===== config.mk =====
export PLATFORM = sky130hd
export DESIGN_NAME = raid5_request_mapper
export DESIGN_NICKNAME = d
export VERILOG_FILES = /design/src/rtl/core/raid5_map_pkg.sv /design/src/rtl/core/raid5_request_mapper.sv
export VERILOG_INCLUDE_DIRS = /design/src /design/src/rtl/core
export SDC_FILE = /design/constraint.sdc
export NUM_CORES = 1
export LEC_CHECK = 0
export BUFFER_PORTS_ARGS = -buffer_cell sky130_fd_sc_hd__buf_2
export CAP_MARGIN = 20
export CORE_MARGIN = 2
export CORE_UTILIZATION = 45
export CTS_BUF_LIST = sky130_fd_sc_hd__clkbuf_8 sky130_fd_sc_hd__clkbuf_16
export DETAILED_ROUTE_END_ITERATION = 12
export GPL_TIMING_DRIVEN = 0
export PLACE_DENSITY_LB_ADDON = 0.15
export SYNTH_ARGS = -nofsm -noshare
export SYNTH_HDL_FRONTEND = slang
export SYNTH_SLANG_ARGS = --single-unit

===== constraint.sdc =====
create_clock -name clk -period 6.75 [get_ports clk]
set_input_delay 1.35 -clock clk [delete_from_list [all_inputs] [get_ports clk]]
set_output_delay 1.35 -clock clk [all_outputs]
set_load 0.02 [all_outputs]

===== src/rtl/core/assert_macros.svh =====
// Assertion macros shared by the RTL in this folder.
// Depends on nothing; included by the files that assert.
`ifndef ASSERT_MACROS_SVH
`define ASSERT_MACROS_SVH

// Clocked check, off while reset is asserted.
`define ASSERT_RST(label, clk, rst_n, prop, msg) \
    label: assert property (@(posedge clk) disable iff (!rst_n) (prop)) else $error(msg);

// Clocked check that also holds during reset.
`define ASSERT_ALWAYS(label, clk, prop, msg) \
    label: assert property (@(posedge clk) (prop)) else $error(msg);

`endif


===== src/rtl/core/raid5_map_pkg.sv =====
// Types and fixed widths for the RAID-5 request mapper.
// Depends on nothing; imported by raid5_request_mapper.
`default_nettype none

package raid5_map_pkg;

    localparam int ADDR_W  = 20;
    localparam int DISK_W  = 3;
    localparam int CYL_W   = 10;
    localparam int HEAD_W  = 2;
    localparam int SEC_W   = 6;
    localparam int STAMP_W = 32;

    localparam logic CMD_READ  = 1'b1;
    localparam logic CMD_WRITE = 1'b0;

    // Request being issued for the word in the result register.
    typedef enum logic [1:0] {
        PH_FIRST,
        PH_SECOND,
        PH_THIRD
    } phase_t;

endpackage

`default_nettype wire


===== src/rtl/core/raid5_request_mapper.sv =====
// A word passes through stage 0, stage 1 and stage 2 into the result register, which shows
// its first request; a stall can hold it in any stage. A read word gives one request, a write word three; the result
// register issues one disk request per cycle while out_stall is low and holds the word until its last.
// Stripe split uses reciprocal multiplies over two pipeline stages.
// Reset clears all valid flags, the request sequencer and the stamp counter.
// Depends on raid5_map_pkg and assert_macros.svh.
`default_nettype none
`include "assert_macros.svh"

module raid5_request_mapper
    import raid5_map_pkg::*;
#(
    parameter int unsigned DATA_DISKS        = 4,
    parameter int unsigned HEADS             = 4,
    parameter int unsigned SECTORS_PER_TRACK = 64,
    parameter int unsigned CYLINDERS         = 1024
) (
    input  wire logic               clk,
    input  wire logic               rst_n,
    input  wire logic               in_valid,
    output logic                    in_stall,
    input  wire logic [ADDR_W-1:0]  address,
    input  wire logic               cmd,
    output logic                    out_valid,
    input  wire logic               out_stall,
    output logic [DISK_W-1:0]       disk_index,
    output logic [CYL_W-1:0]        cylinder,
    output logic [HEAD_W-1:0]       head,
    output logic [SEC_W-1:0]        sector,
    output logic                    is_write,
    output logic [STAMP_W-1:0]      stamp,
    output logic                    last
);

    localparam int PW     = $clog2(DATA_DISKS + 1);
    localparam int SW     = $clog2(SECTORS_PER_TRACK + 1);
    localparam int HW     = $clog2(HEADS + 1);
    localparam int CW     = $clog2(CYLINDERS + 1);
    localparam int MW     = ADDR_W + 2;
    localparam int PROD_W = ADDR_W + MW;

    localparam longint unsigned DIV_STRIPE = longint'(DATA_DISKS);
    localparam longint unsigned DIV_PAR    = longint'(DATA_DISKS) + 1;
    localparam longint unsigned DIV_TRK    = longint'(SECTORS_PER_TRACK);
    localparam longint unsigned DIV_CYL    = longint'(HEADS) * longint'(SECTORS_PER_TRACK);
    localparam longint unsigned DIV_WRAP   = DIV_CYL * longint'(CYLINDERS);

    localparam int SH_STRIPE = ADDR_W + $clog2(DIV_STRIPE);
    localparam int SH_PAR    = ADDR_W + $clog2(DIV_PAR);
    localparam int SH_TRK    = ADDR_W + $clog2(DIV_TRK);
    localparam int SH_CYL    = ADDR_W + $clog2(DIV_CYL);
    localparam int SH_WRAP   = ADDR_W + $clog2(DIV_WRAP);

    // ceil(2^sh / d): exact quotient for every address-wide dividend
    localparam longint unsigned M_STRIPE_L = ((64'd1 << SH_STRIPE) + DIV_STRIPE - 1) / DIV_STRIPE;
    localparam longint unsigned M_PAR_L    = ((64'd1 << SH_PAR) + DIV_PAR - 1) / DIV_PAR;
    localparam longint unsigned M_TRK_L    = ((64'd1 << SH_TRK) + DIV_TRK - 1) / DIV_TRK;
    localparam longint unsigned M_CYL_L    = ((64'd1 << SH_CYL) + DIV_CYL - 1) / DIV_CYL;
    localparam longint unsigned M_WRAP_L   = ((64'd1 << SH_WRAP) + DIV_WRAP - 1) / DIV_WRAP;

    localparam logic [MW-1:0] M_STRIPE = MW'(M_STRIPE_L);
    localparam logic [MW-1:0] M_PAR    = MW'(M_PAR_L);
    localparam logic [MW-1:0] M_TRK    = MW'(M_TRK_L);
    localparam logic [MW-1:0] M_CYL    = MW'(M_CYL_L);
    localparam logic [MW-1:0] M_WRAP   = MW'(M_WRAP_L);

    function automatic logic [ADDR_W-1:0] recip_div(
        input logic [ADDR_W-1:0] n,
        input logic [MW-1:0]     m,
        input int unsigned       sh
    );
        logic [PROD_W-1:0] p;
        p = PROD_W'(n) * PROD_W'(m);
        return ADDR_W'(p >> sh);
    endfunction

    // Handshake and pipeline control
    logic s0_valid_reg, s1_valid_reg, s2_valid_reg, job_valid_reg;
    logic job_valid_next;
    logic s0_ready, s1_ready, s2_ready, job_ready, job_load;
    logic out_fire, last_w;

    // Stage 0: input register
    logic [ADDR_W-1:0] s0_addr_reg;
    logic              s0_cmd_reg;

    // Stage 1: stripe number
    logic [ADDR_W-1:0] s1_addr_reg, s1_stripe_reg, s1_stripe_next;
    logic              s1_cmd_reg;

    // Stage 2: quotients and slot within the stripe
    logic [ADDR_W-1:0] s2_stripe_reg;
    logic [ADDR_W-1:0] s2_qpar_reg, s2_qtrk_reg, s2_qcyl_reg, s2_qwrap_reg;
    logic [ADDR_W-1:0] s2_qpar_next, s2_qtrk_next, s2_qcyl_next, s2_qwrap_next;
    logic [PW-1:0]     s2_slot_reg, s2_slot_next;
    logic              s2_cmd_reg;

    // Result register: decoded word and request sequencer
    logic              job_read_reg, job_read_next;
    logic [PW-1:0]     job_parity_reg, job_parity_next;
    logic [PW-1:0]     job_disk_reg, job_disk_next;
    logic [CW-1:0]     job_cyl_reg, job_cyl_next;
    logic [HW-1:0]     job_hd_reg, job_hd_next;
    logic [SW-1:0]     job_sec_reg, job_sec_next;
    phase_t            job_phase_reg, job_phase_next;
    logic [PW-1:0]     sel_disk;
    logic              wr_w;

    logic [STAMP_W-1:0] count_reg, count_next;

    assign out_fire  = job_valid_reg && !out_stall;
    assign job_ready = !job_valid_reg || (out_fire && last_w);
    assign job_load  = s2_valid_reg && job_ready;
    assign s2_ready  = !s2_valid_reg || job_ready;
    assign s1_ready  = !s1_valid_reg || s2_ready;
    assign s0_ready  = !s0_valid_reg || s1_ready;
    assign in_stall  = !s0_ready;

    always_ff @(posedge clk or negedge rst_n)
    begin
        if (!rst_n)
        begin
            s0_valid_reg  <= 1'b0;
            s1_valid_reg  <= 1'b0;
            s2_valid_reg  <= 1'b0;
            job_valid_reg <= 1'b0;
            job_phase_reg <= PH_FIRST;
            count_reg     <= '0;
        end
        else
        begin
            if (s0_ready)
            begin
                s0_valid_reg <= in_valid;
            end
            if (s1_ready)
            begin
                s1_valid_reg <= s0_valid_reg;
            end
            if (s2_ready)
            begin
                s2_valid_reg <= s1_valid_reg;
            end
            job_valid_reg <= job_valid_next;
            job_phase_reg <= job_phase_next;
            count_reg     <= count_next;
        end
    end

    // Stage datapath
    always_comb
    begin
        s1_stripe_next = recip_div(s0_addr_reg, M_STRIPE, SH_STRIPE);

        s2_qpar_next  = recip_div(s1_stripe_reg, M_PAR, SH_PAR);
        s2_qtrk_next  = recip_div(s1_stripe_reg, M_TRK, SH_TRK);
        s2_qcyl_next  = recip_div(s1_stripe_reg, M_CYL, SH_CYL);
        s2_qwrap_next = recip_div(s1_stripe_reg, M_WRAP, SH_WRAP);
        s2_slot_next  = PW'(s1_addr_reg - ADDR_W'(s1_stripe_reg * ADDR_W'(DATA_DISKS)));

        job_read_next   = (s2_cmd_reg == CMD_READ);
        job_parity_next = PW'(s2_stripe_reg - ADDR_W'(s2_qpar_reg * ADDR_W'(DATA_DISKS + 1)));
        job_sec_next    = SW'(s2_stripe_reg
                              - ADDR_W'(s2_qtrk_reg * ADDR_W'(SECTORS_PER_TRACK)));
        job_hd_next     = HW'(s2_qtrk_reg - ADDR_W'(s2_qcyl_reg * ADDR_W'(HEADS)));
        job_cyl_next    = CW'(s2_qcyl_reg - ADDR_W'(s2_qwrap_reg * ADDR_W'(CYLINDERS)));
        // data disk skips over the parity disk
        job_disk_next   = (job_parity_next <= s2_slot_reg) ? PW'(s2_slot_reg + 1'b1)
                                                           : s2_slot_reg;
    end

    always_ff @(posedge clk)
    begin
        if (s0_ready && in_valid)
        begin
            s0_addr_reg <= address;
            s0_cmd_reg  <= cmd;
        end
        if (s1_ready && s0_valid_reg)
        begin
            s1_addr_reg   <= s0_addr_reg;
            s1_cmd_reg    <= s0_cmd_reg;
            s1_stripe_reg <= s1_stripe_next;
        end
        if (s2_ready && s1_valid_reg)
        begin
            s2_stripe_reg <= s1_stripe_reg;
            s2_cmd_reg    <= s1_cmd_reg;
            s2_qpar_reg   <= s2_qpar_next;
            s2_qtrk_reg   <= s2_qtrk_next;
            s2_qcyl_reg   <= s2_qcyl_next;
            s2_qwrap_reg  <= s2_qwrap_next;
            s2_slot_reg   <= s2_slot_next;
        end
        if (job_load)
        begin
            job_read_reg   <= job_read_next;
            job_parity_reg <= job_parity_next;
            job_disk_reg   <= job_disk_next;
            job_cyl_reg    <= job_cyl_next;
            job_hd_reg     <= job_hd_next;
            job_sec_reg    <= job_sec_next;
        end
    end

    // Sequencer next state
    always_comb
    begin
        job_phase_next = job_phase_reg;
        job_valid_next = job_valid_reg;
        if (job_load)
        begin
            job_phase_next = PH_FIRST;
            job_valid_next = 1'b1;
        end
        else if (out_fire && last_w)
        begin
            job_phase_next = PH_FIRST;
            job_valid_next = 1'b0;
        end
        else if (out_fire)
        begin
            unique case (job_phase_reg)
                PH_FIRST:  job_phase_next = PH_SECOND;
                PH_SECOND: job_phase_next = PH_THIRD;
                PH_THIRD:  job_phase_next = PH_FIRST;
                default:   job_phase_next = PH_FIRST;
            endcase
        end
    end

    // Sequencer outputs: a read word gives one data read; a write word gives parity read, data read, data write
    always_comb
    begin
        sel_disk = job_disk_reg;
        wr_w     = 1'b0;
        last_w   = 1'b0;
        unique case (job_phase_reg)
            PH_FIRST:
            begin
                last_w   = job_read_reg;
                sel_disk = job_read_reg ? job_disk_reg : job_parity_reg;
            end
            PH_SECOND:
            begin
                last_w = 1'b0;
            end
            PH_THIRD:
            begin
                wr_w   = 1'b1;
                last_w = 1'b1;
            end
            default:
            begin
                last_w = 1'b1;
            end
        endcase
    end

    // advance the stamp once per delivered request
    assign count_next = out_fire ? STAMP_W'(count_reg + 1'b1) : count_reg;

    assign out_valid  = job_valid_reg;
    assign disk_index = DISK_W'(sel_disk);
    assign cylinder   = CYL_W'(job_cyl_reg);
    assign head       = HEAD_W'(job_hd_reg);
    assign sector     = SEC_W'(job_sec_reg);
    assign is_write   = wr_w;
    assign last       = last_w;
    assign stamp      = count_reg;

    `ASSERT_RST(stamp_step_a, clk, rst_n, out_fire |=> (stamp == STAMP_W'($past(stamp) + 1'b1)), "stamp did not advance by one after a delivered request")
    `ASSERT_RST(stamp_hold_a, clk, rst_n, !out_fire |=> $stable(stamp), "stamp moved without a delivered request")
    `ASSERT_RST(burst_cont_a, clk, rst_n, (out_fire && !last) |=> out_valid, "write burst broke off before its last request")

endmodule

`default_nettype wire

==> results of run 1 <==
[cells in the mapped netlist, drive strengths merged, types with 8 or more instances]
| library cell | count |
|---|---|
| inv | 168 |
| ha | 93 |
| edfxtp | 91 |
| fa | 74 |
| dfrtp | 38 |
| xnor2 | 30 |
| nand2 | 21 |
| xor2 | 17 |
| nand3 | 16 |
| a21oi | 12 |
| nor2 | 12 |
| nand4 | 11 |
| nor3 | 11 |
| o21ai | 8 |
[layer usage]
metal  vias up  share of wire  track usage
met5         -              0            0
met4         0          0.013       0.0521
met3        13          0.028       0.0297
met2        86           0.50        0.294
met1      2485           0.46        0.242
li1       2363              -            -
[final timing paths]
| path | endpoint | slack [ps] | cells after the start |
|---|---|---|---|
| setup / recovery | s2_qpar_reg[2] | 920 | 18 |
| max in group asynchronous | s2_valid_reg | 5170 | 1 |
| hold reg to reg | s1_stripe_reg[6] | 420 | 0 |
| min in group asynchronous | stamp[11] | 1050 | 1 |
| setup reg to reg | s2_qpar_reg[2] | 920 | 18 |
| hold / removal | s1_stripe_reg[6] | 420 | 0 |
[area by class of cell]
class,count,area (um2)
fill,1553,8390
multi-input combinational,361,3980
sequential,129,3680
inverter,168,631
timing repair buffer,84,463
clock buffer,17,425
tap,229,287
clock inverter,15,145
buffer,4,22.5
[cells by family after synthesis]
kind of cell             count (synthesis)  synth area share
flip-flops                             129             0.443
XOR/XNOR                                47            0.0495
buffers and inverters                  172            0.0786
adder cells (fa/ha/maj)                167             0.318
AO/OA/AOI/OAI                           37            0.0283
multiplexers                             6           0.00798
AND/OR/NAND/NOR                        104            0.0745
[layout by cell type, fill, tap and decap left out, types with 3 or more instances in the layout]
| cell | synthesis | final |
|---|---|---|
| and4_1 | 4 | 4 |
| nand2_1 | 19 | 19 |
| edfxtp_1 | 91 | 91 |
| a21oi_1 | 12 | 12 |
| a211oi_1 | 3 | 3 |
| dfrtp_1 | 38 | 38 |
| nor3_1 | 10 | 10 |
| inv_1 | 168 | 168 |
| nand3_1 | 15 | 15 |
| clkinv_1 | 0 | 3 |
| mux2_2 | 5 | 5 |
| nor2b_1 | 5 | 4 |
| nand2b_1 | 3 | 3 |
| a21o_1 | 4 | 4 |
| xnor2_1 | 30 | 30 |
| nor2_1 | 12 | 12 |
| o21ai_0 | 8 | 8 |
| and3_1 | 6 | 6 |
| buf_2 | 3 | 84 |
| and2_1 | 5 | 5 |
| nand4_1 | 10 | 10 |
| xor2_1 | 17 | 17 |
| clkinv_2 | 0 | 3 |
| fa_1 | 74 | 74 |
| clkbuf_16 | 0 | 17 |
| clkinv_4 | 0 | 5 |
| ha_1 | 93 | 93 |
[through the flow]
stage               cells  hold WS [ps]  setup slack (ps)  instance area [um2]  utilization
global route         1007           422               566                 9640        0.535
detailed placement    973           405               870                 9040        0.501
finish               1007           416               918                 9640        0.535
CTS                  1005           418               845                 9610        0.533
floorplan             662           400              1790                 8310            -
global placement      972           402               948                 9010        0.500
==> reports/metrics.cfg, run 1 <==
[timing]
period_share=0.864
fin_skew_ps=7.12
setup_tns_ps=0
post-route-min-period_ps=5830
rsz0062_at_grt=no
relSlewSlack=0.309
final_hold_viol_count=0
fmax_mhz=171
setup_viol=0
slew_viol_final=0
tightest_slew_ps=1040

[synth]
ys_ff_latch=129
yosys.area.top_type_share=0.329
yosysUniqueCellTypes=46
netlist_area_um2=8310
syn_nets=854
syn-instance-count=662
async_flop_share=0.295
synth_edf_count=91
ys_warn_count=0
synth_area_leaders=edfxtp_1 (33%), fa_1 (18%), ha_1 (14%), dfrtp_1 (11%), inv_1 (7.6%)
syn_area_per_cell_um2=12.6
synth_ff_type=edfxtp_1
yosysTopAreaCell=edfxtp_1
synth_seq_area_share=0.443

[routing]
vias=4947
routed_wl_um=16200
wl_per_cell_um=16.0
via_per_inst=4.91
drt_pass1_iterations=4
drc=0
ant_nets=0
drt_iter0_markers=203

[worst_setup_path]
startpoint=s1_stripe_reg[12]
cp_cell_sequence=ha_1, inv_1, fa_1, inv_1, fa_1, inv_1, fa_1, inv_1, fa_1, inv_1, fa_1, inv_1, ha_1, a21oi_1, nand3_1, a2111oi_0, o21ai_0, xnor2_1
cp_data_required_time_ps=6890
crit_buf_inv=6
start_kind=register
critical_path_class=reg -> reg
critPathTopFamily=adder cells
end_kind=register
crit_path_max_fanout=6
crit_path_frequent_cell=inv_1
arrival_ps=5980
critical-path-slowest-cell=fa_1
reg2reg_from=s1_stripe_reg[12]
cpPeakStageDelay_ps=550

[cells_and_area]
antennaDiodeCount=0
areaGrowthSynthToFinish_pct=15.9
largest_reg_flops=32
layout-drive-gt1-share=0.171
nets=957

[die]
dieArea_um2=19600
io_pins=82
num_rows=49
coreArea_um2=18000
die_y_um=140
die_w_um=140
initial_core_util=0.461

[clock_tree]
cts.clk_slew.worst_paths_ps=60
cts_tree=yes
cts.sink_count=129
ctsLongestPathBuffers=2
clkLatencyLatePin_ps=410
numCtsBuffers=17
cts_resized=0
cts-root-buf=clkbuf_16
postCtsSetupRepairBufs=0
ctsHoldBuffers=0
htreeDepth=4

[outcome]
status=completed

[worst_hold_path]
min-delay-start=s0_addr_reg[8]
hold_path.class=reg -> reg

[placement]
place.gp.congestion=0.834
port_buffers=81
hpwl_um=13100

[global_route]
grt_pass1_wl_um=27200
grt_start_max_net_pins=39
grt-ovfl-total=0
grt_pass1_vias=5389
antenna_found_initial=0
track_usage=0.177

[run]
max_cap_violations=0

Power of run 1 is not shown: default switching activity piles up to over one toggle a cycle in this logic, so the estimate is an artifact.
==> run 2: changes to the inputs <==
--- a/config.mk
+++ b/config.mk
@@ -6,7 +6,7 @@
 export SDC_FILE = /design/constraint.sdc
 export NUM_CORES = 1
 export LEC_CHECK = 0
-export BUFFER_PORTS_ARGS = -buffer_cell sky130_fd_sc_hd__buf_2
+export BUFFER_PORTS_ARGS = -buffer_cell sky130_fd_sc_hd__clkbuf_2
 export CAP_MARGIN = 20
 export CORE_MARGIN = 2
 export CORE_UTILIZATION = 45
==> reports/metrics.cfg, run 2 (synthesis gave the netlist of run 1 again) <==
[outcome]
status=completed

[routing]
drt_pass1_iterations=4
via_per_inst=4.93
wl_per_cell_um=15.8
vias=4965
drc=0
routed_wl_um=16000
ant_nets=0
drt_iter0_markers=204

[clock_tree]
numCtsBuffers=17
cts_tree=yes
ctsLongestPathBuffers=2
cts.clk_slew.worst_paths_ps=50
postCtsSetupRepairBufs=0
cts-root-buf=clkbuf_16
ctsHoldBuffers=0
cts_resized=0
htreeDepth=4
cts.sink_count=129
clkLatencyLatePin_ps=410

[timing]
relSlewSlack=0.319
setup_viol=0
setup_tns_ps=0
final_hold_viol_count=0
rsz0062_at_grt=no
fmax_mhz=172
fin_skew_ps=8.47
tightest_slew_ps=1020
post-route-min-period_ps=5810
period_share=0.860
slew_viol_final=0

[cells_and_area]
antennaDiodeCount=0
areaGrowthSynthToFinish_pct=15.8
nets=957
layout-drive-gt1-share=0.174
fillers=1547
largest_reg_flops=32
final_common_cell=inv_1
layout_common_cells=inv_1 (169), ha_1 (93), edfxtp_1 (91)

[run]
max_cap_violations=0

[die]
coreArea_um2=18000
die_y_um=140
io_pins=82
initial_core_util=0.461
dieArea_um2=19600
die_w_um=140
num_rows=49

[worst_setup_path]
end_kind=register
cp_data_required_time_ps=6880
start_kind=register
arrival_ps=5940
crit_path_max_fanout=6
critical_path_class=reg -> reg

[global_route]
antenna_found_initial=0
grt_start_max_net_pins=39
track_usage=0.175
grt-ovfl-total=0
grt_pass1_wl_um=26900
grt_pass1_vias=5137

[worst_hold_path]
hold_path.class=reg -> reg

[placement]
port_buffers=81
place.gp.congestion=0.856
hpwl_um=12900

## run 2: changes by cell type in the layout (fill, tap and decap cells not counted), sizes merged
cell / previous run / this run
buf: 88 / 7
clkbuf: 17 / 98
clkinv: 11 / 6
inv: 168 / 172
clkinvlp: 2 / 4
bufinv: 2 / 1
## run 2: per-layer routing
metal  vias up  routed length [um]  GRT usage
li1       2359                   -          -
met1      2472                7430      0.249
met2       115                7770      0.283
met3        19                 599     0.0308
met4         0                 155     0.0437
met5         -                   0          0
## run 2: layout make-up
class	count	area, um2	share of cell area
inverter	168	631	0.0655
sequential	129	3680	0.383
tap	229	287	0.0298
clock inverter	15	138	0.0143
timing repair buffer	84	463	0.0481
buffer	4	22.5	0.00234
clock buffer	17	425	0.0442
multi-input combinational	361	3980	0.413
## run 2: path summary, 6_finish.rpt
path | from | to | slack (ps) | depth (start not counted)
min in group asynchronous | rst_n | stamp[11] | 1080 | 1
worst max-delay path | s1_stripe_reg[12] | s2_qpar_reg[2] | 940 | 18
worst min register to register | s0_addr_reg[12] | s1_stripe_reg[10] | 420 | 0
worst min-delay path | s0_addr_reg[12] | s1_stripe_reg[10] | 420 | 0
worst max register to register | s1_stripe_reg[12] | s2_qpar_reg[2] | 940 | 18
max in group asynchronous | rst_n | stamp[22] | 5080 | 1
## run 2: through the flow
step           cell area, um2  instances  setup WS (ps)  hold slack [ps]   util
3_5_place_dp             9040        973            890              405  0.501
3_3_place_gp             9010        972            956              402  0.500
4_1_cts                  9600       1005            900              416  0.533
6_report                 9630       1007            945              417  0.534
5_1_grt                  9630       1007            652              422  0.534
2_1_floorplan            8310        662           1790              400      -
## run 2: worst max-delay path, stage by stage, from the launching register on
cell       delay [ps]
edfxtp_1          520
ha_1              370
inv_1              60
fa_1              480
inv_1              80
fa_1              510
inv_1              50
fa_1              500
inv_1              60
fa_1              530
inv_1              60
fa_1              550
inv_1              50
ha_1              310
a21oi_1           310
nand3_1           130
a2111oi_0         490
o21ai_0           270
xnor2_1           200
Power of run 2 is left out for the same reason.
==> run 3: changes to the inputs <==
--- a/config.mk
+++ b/config.mk
@@ -9,7 +9,7 @@
 export BUFFER_PORTS_ARGS = -buffer_cell sky130_fd_sc_hd__clkbuf_2
 export CAP_MARGIN = 20
 export CORE_MARGIN = 2
-export CORE_UTILIZATION = 45
+export CORE_UTILIZATION = 54
 export CTS_BUF_LIST = sky130_fd_sc_hd__clkbuf_8 sky130_fd_sc_hd__clkbuf_16
 export DETAILED_ROUTE_END_ITERATION = 12
 export GPL_TIMING_DRIVEN = 0
==> constraint.sdc (replaced) <==
create_clock -name clk -period 5.1 [get_ports clk]
set_input_delay 1.02 -clock clk [delete_from_list [all_inputs] [get_ports clk]]
set_output_delay 1.02 -clock clk [all_outputs]
set_load 0.02 [all_outputs]
==> reports/metrics.cfg, run 3 (synthesis gave the netlist of run 1 again) <==
[worst_setup_path]
cp_data_required_time_ps=5250
cpPeakStageDelay_ps=560
crit_end=s2_qpar_reg[2]
critical-path-slowest-cell=fa_2
rr_endpoint=s2_qpar_reg[2]
rrSetupSlack_ps=30
critical_path_class=reg -> reg
startpoint=s1_stripe_reg[3]
end_kind=register
crit_path_max_fanout=4
reg2reg_from=s1_stripe_reg[3]
cp_cell_sequence=ha_4, inv_1, fa_2, inv_2, fa_1, fa_2, fa_1, inv_1, fa_1, inv_1, ha_2, nand2_2, nor4_4, buf_4, a2111oi_4, o21ai_2, xnor2_1
arrival_ps=5220
reg2regPathDepth=17
start_kind=register

[cells_and_area]
layout_common_cells=inv_1 (155), edfxtp_1 (91), clkbuf_2 (81)
layout-drive-gt1-share=0.274
nets=986
final_util=0.672
fillers=1090
antennaDiodeCount=0
areaGrowthSynthToFinish_pct=22.3
largest_reg_flops=32
final_area_um2=10200
final_common_cell=inv_1

[routing]
drt_pass1_iterations=4
vias=5105
routed_wl_um=16400
wl_per_cell_um=16.5
via_per_inst=5.14
ant_nets=0
drc=0
drt_iter0_markers=228

[timing]
slew_viol_final=0
period_share=0.995
holdWs_ps=410
post-route-min-period_ps=5070
setup_tns_ps=0
final_hold_viol_count=0
rsz0062_at_grt=yes
relSlewSlack=0.306
tightest_slew_ps=1040
fin_skew_ps=8.71
fmax_mhz=197
setup_viol=0

[clock_tree]
cts.sink_count=129
clkLatencyLatePin_ps=410
numCtsBuffers=17
cts-root-buf=clkbuf_16
cts.clk_slew.worst_paths_ps=60
ctsLongestPathBuffers=2
htreeDepth=4
cts_tree=yes

[global_route]
grt-ovfl-total=0
grt_pass1_vias=5451
grt_pass1_wl_um=27600
grt_start_max_net_pins=39
antenna_found_initial=0
track_usage=0.222

[die]
io_pins=82
dieArea_um2=16400
die_y_um=128
coreArea_um2=15100
initial_core_util=0.549
num_rows=45
die_w_um=128

[placement]
hpwl_um=12500
place.gp.congestion=0.886
placed_cell_area_um2=9000
port_buffers=81

[run]
max_cap_violations=0

[outcome]
status=completed

[worst_hold_path]
hold_path.class=reg -> reg

==> run 3: changes by cell type in the layout (fill, tap and decap cells not counted), sizes merged <==
cell and delta:
buf +29, inv -3, bufinv +1, clkinv +1
==> run 3: through the flow <==
stage                     cells  setup WS, ps
final                       994          25.9
after global routing        994          -157
after CTS                   990         0.308
after detailed placement    933          -650
after global placement      931          -630
after floorplan             662           138
==> run 3: layout make-up <==
| cell class | count | area (um2) | area share |
|---|---|---|---|
| buffer | 4 | 22.5 | 0.00221 |
| clock buffer | 17 | 425 | 0.0418 |
| clock inverter | 14 | 143 | 0.0140 |
| inverter | 168 | 633 | 0.0622 |
| multi-input combinational | 361 | 4350 | 0.428 |
| sequential | 129 | 3680 | 0.362 |
| tap | 188 | 235 | 0.0231 |
| timing repair buffer | 113 | 681 | 0.0669 |
==> run 3: layer usage <==
layer | vias up | wire length [um] | track usage
li1 | 2425 | - | -
met1 | 2549 | 7210 | 0.296
met2 | 112 | 8450 | 0.378
met3 | 19 | 545 | 0.0405
met4 | 0 | 194 | 0.0588
met5 | - | 0 | 0
==> run 3: critical path, delay by kind of cell, from the launching register on <==
family                     cells  cell delay [ps]
adders and majority gates      7             3160
AOI/OAI and AO/OA              2              480
DFF                            1              450
buffers and inverters          5              390
and+or+nand+nor                2              220
xor gates and xnor gates       1              130
==> run 3: how the worst min path moves through the flow <==
stage	slack, ps	from	endpoint	depth (start not counted)
5_1_grt	410	s0_addr_reg[18]	s1_stripe_reg[16]	0
4_1_cts	410	s2_qcyl_reg[2]	job_cyl_reg[2]	0
6_report	410	s2_qcyl_reg[2]	job_cyl_reg[2]	0
3_5_place_dp	400	s2_qcyl_reg[2]	job_cyl_reg[2]	0
3_3_place_gp	400	s2_qcyl_reg[7]	job_cyl_reg[7]	0
2_1_floorplan	400	s2_qcyl_reg[0]	job_cyl_reg[0]	0
==> run 3: repair_timing <==
item	CTS	global route
pin swaps	42	25
resized for setup	56	17
setup endpoints to repair	3	3
hold buffers	0	0
buffers inserted	26	4
Power of run 3 is left out for the same reason.
